**config.mk**
```make
export PLATFORM = sky130hd
export DESIGN_NAME = apsp_relax
export DESIGN_NICKNAME = d
export VERILOG_FILES = /design/src/design/apsp_relax.sv
export SDC_FILE = /design/constraint.sdc
export NUM_CORES = 1
export LEC_CHECK = 0
export ABC_AREA = 0
export BUFFER_PORTS_ARGS = -buffer_cell sky130_fd_sc_hd__buf_2
export CAP_MARGIN = 20
export CORE_MARGIN = 10
export CORE_UTILIZATION = 39
export DETAILED_ROUTE_END_ITERATION = 6
export GPL_ROUTABILITY_DRIVEN = 0
export PLACE_DENSITY = 0.71
export SETUP_SLACK_MARGIN = 0.5
export SLEW_MARGIN = 15
export SYNTH_ARGS = -nofsm -noshare
export SYNTH_HDL_FRONTEND = slang
export SYNTH_SLANG_ARGS = --single-unit
```
**constraint.sdc**
```tcl
create_clock -name vclk -period 6.35
set_input_delay 0 -clock vclk [all_inputs]
set_output_delay 0 -clock vclk [all_outputs]
set_load 0.1 [all_outputs]
```
**src/design/apsp_relax.sv**
```systemverilog
// Relaxation step: saturating path sum through the intermediate vertex and compare.
module apsp_relax #(
   parameter int DISTANCE_BITS = 24,
   parameter int HOP_BITS      = 4
) (
   input  logic [DISTANCE_BITS-1:0] left_dist,
   input  logic [DISTANCE_BITS-1:0] right_dist,
   input  logic [DISTANCE_BITS-1:0] cur_dist,
   input  logic [HOP_BITS-1:0]      left_hop,
   output logic                     update,
   output logic [DISTANCE_BITS-1:0] new_dist,
   output logic [HOP_BITS-1:0]      new_hop
);

   localparam logic [DISTANCE_BITS-1:0] DIST_NONE = '1;
   localparam logic [DISTANCE_BITS-1:0] DIST_TOP  = DIST_NONE - 1'b1;

   logic [DISTANCE_BITS:0] sum;

   always_comb begin
      sum = {1'b0, left_dist} + {1'b0, right_dist};
      if (left_dist == DIST_NONE || right_dist == DIST_NONE) begin
         new_dist = DIST_NONE;
      end else if (sum > {1'b0, DIST_TOP}) begin
         new_dist = DIST_TOP;
      end else begin
         new_dist = sum[DISTANCE_BITS-1:0];
      end
      update  = cur_dist > new_dist;
      new_hop = left_hop;
   end

endmodule

```
==> results by group <==
Status
  – Status: finished clean

STA
  – Tcrit/Tclk final: 0.662
  – Fmax: 238 MHz
  – Pin slew with the least headroom to its limit: 704 ps
  – Tmin final: 4200 ps
  – Final setup vio count: 0
  – Final Max Tran Viols: 0
  – Slew HR: 0.529
  – RSZ-0062 raised after global routing: no
  – Final Hold Viols: 0
  – Setup tns final: 0 ps

Route
  – 1st-pass router iterations: 4
  – DRT antenna net count: 0
  – DRC: 0
  – Via density: 6.08
  – Drt total wl: 9110 um
  – Starting DRC count in detailed routing: 255
  – DR WL/cell: 17.1 um
  – Total number of vias: 3233

Floorplan
  – Die Span X: 102 um
  – Core box area: 6420 um^2
  – Core Rows: 29
  – Starting Density: 0.404
  – Die Area: 10300 um^2
  – I/O Pins: 105
  – Die Span Y: 102 um

Finish
  – Area delta synth->final: 18.8%
  – Reg area: 0 um^2
  – Final nets: 582
  – N_diodes: 0
  – # clk buffers: 0
  – Layout fillers: 665
  – Fin cells: 532
  – Share of cells above drive strength 1: 0.264
  – Flip-flop and latch count: 0

Yosys
  – Register area share after synthesis: 0
  – Post-synthesis cell count: 372
  – Adder-cell share of the synthesized area: 0.239
  – Synth warn: 0
  – Largest family of logic cells by synthesized area: compound AO/OA/AOI/OAI gates
  – Post-synthesis mux area share: 0.00386
  – Syn Area/Cell: 6.97 um^2
  – Compound-Gate Fraction of Synth Area: 0.329
  – Post-Synth XOR/XNOR Area: 0.0371
  – Mapped Area: 2590 um^2
  – Post-Synth Simple-Gate Area: 0.314
  – Yosys cell types: 60
  – Syn nets: 497

Worst setup path
  – Crit path arrival time: 4200 ps
  – Worst path buffer plus inverter count: 3
  – Worst path most repeated cell: a21o_1
  – CP cell instances: buf_2 -> ha_1 -> inv_1 -> fa_1 -> and2b_4 -> o31a_2 -> o21a_1 -> o211a_1 -> o21ai_2 -> a21bo_4 -> nand2_1 -> nor2_1 -> ha_1 -> a21o_1 -> a21o_1 -> a21o_1 -> a21o_1 -> a21o_1 -> a21o_1 -> a21oi_1 -> a21oi_1 -> buf_2
  – Crit path largest cell delay: 320 ps
  – Critical path peak fanout: 19
  – Cell family contributing the most delay on the critical path: compound AO/OA/AOI/OAI gates
  – Crit path max-delay cell type: o31a_2
  – CP Capture Type: output pin
  – Crit Path Category: primary input to output pin
  – WP data required: 6350 ps
  – Nature of the critical path startpoint: primary input

Power and ir drop
  – P_int: 161 uW
  – Tot Pwr: 576 uW
  – Static Leak: 1.58 nW
  – VDD IR max: 0.0000585 V
  – Logic pwr share: 1.000
  – Net Switching: 415 uW
  – Clk pwr share: 0
  – Sequential Power Share: 0
  – Sw Share: 0.720
  – Pwr dens: 187 nW/um^2

Global routing
  – Largest net degree at the start of global routing: 20
  – Antenna violations before repair: 0
  – Remaining Overflow, GRT: 0
  – Total GRT Usage: 0.161
  – Global-route wire length before repair: 14200 um
  – Vias in the first global route: 3051

Min path
  – Worst hold path depth: 0
  – WHS Endpoint: new_hop[2]
  – Worst min path class: primary input to output pin
  – HP Start: left_hop[2]

Clocking
  – Post-CTS Setup Inserts: 0
  – Post-CTS sizing: 0
  – CTS Hold Buffers Added: 0

Placement
  – Detailed placer's ending HPWL: 8020 um
  – Placed Cells: 532
  – Port Buf Inserts: 97

Run
  – Max Cap Viol: 0
## routing by layer
metal,track usage,part of all wire,vias up
li1,-,-,1581
met1,0.207,0.44,1519
met2,0.282,0.46,121
met3,0.0184,0.075,12
met4,0.0341,0.021,0
met5,0,0,-
## worst max-delay path by stage
stage,start,slack (ps),to,depth (start not counted)
after floorplan,left_dist[0],1260,update,16
after global placement,left_dist[0],2310,update,22
after detailed placement,left_dist[0],2240,update,22
after CTS,left_dist[0],2220,update,22
after global routing,left_dist[0],1920,update,22
final,left_dist[0],2150,update,22
## cell usage after synthesis, drive strengths merged, types with 4 or more instances
master,count,area [um^2]
o211ai,6,45.0
o21a,9,67.6
nor4,5,31.3
ha,48,601
nor2,27,101
inv,28,105
a21o,20,150
o21ai,23,119
nor3b,5,37.5
or2,5,31.3
buf,13,90.1
and3,24,151
nand2b,7,43.8
nand2,30,113
and4,4,36.3
a31oi,5,31.3
nor3,8,40.0
a211oi,6,55.1
a21oi,27,143
xnor2,8,70.1
nand4,22,138
## cell families after synthesis
family,count (synthesis)
simple gates,150
compound gates,119
fa+ha+maj,49
buf+inv,42
xor+xnor,11
mux,1
## metrics by stage
step                      setup slack, ps  hold slack [ps]  area, um^2  utilization
final                                2150           0.0321        3080        0.480
after global routing                 1920            0.256        3080        0.480
after CTS                            2220            0.681        3080        0.480
after detailed placement             2240            0.681        3080        0.480
after global placement               2310            0.681        3080        0.480
after floorplan                      1260              212        2590            -
## area by class of cell
class | count | area [um^2] | area share
multi-input combinational | 330 | 2390 | 0.777
timing repair buffer | 97 | 485 | 0.158
inverter | 28 | 105 | 0.0341
tap | 77 | 96.3 | 0.0313
## power by group through the flow
stage	Sequential [mW]	Combinational, mW	Clock [mW]
after global placement	0	0.563	0
after detailed placement	0	0.569	0
after global routing	0	0.616	0
after CTS	0	0.571	0
final	0	0.576	0
after floorplan	0	0.465	0
## placed cells by master (no fill, tap or decap), types with 7 or more instances in the layout
master	n
and3_1	23
nand2b_1	7
ha_1	48
o21a_1	9
o21ai_0	20
inv_1	28
a21o_1	20
nand2_1	30
nor3_1	8
buf_2	97
xnor2_1	8
a21oi_1	25
nand4_1	22
nor2_1	27
No activity file was read; power rests on OpenSTA's default activity.
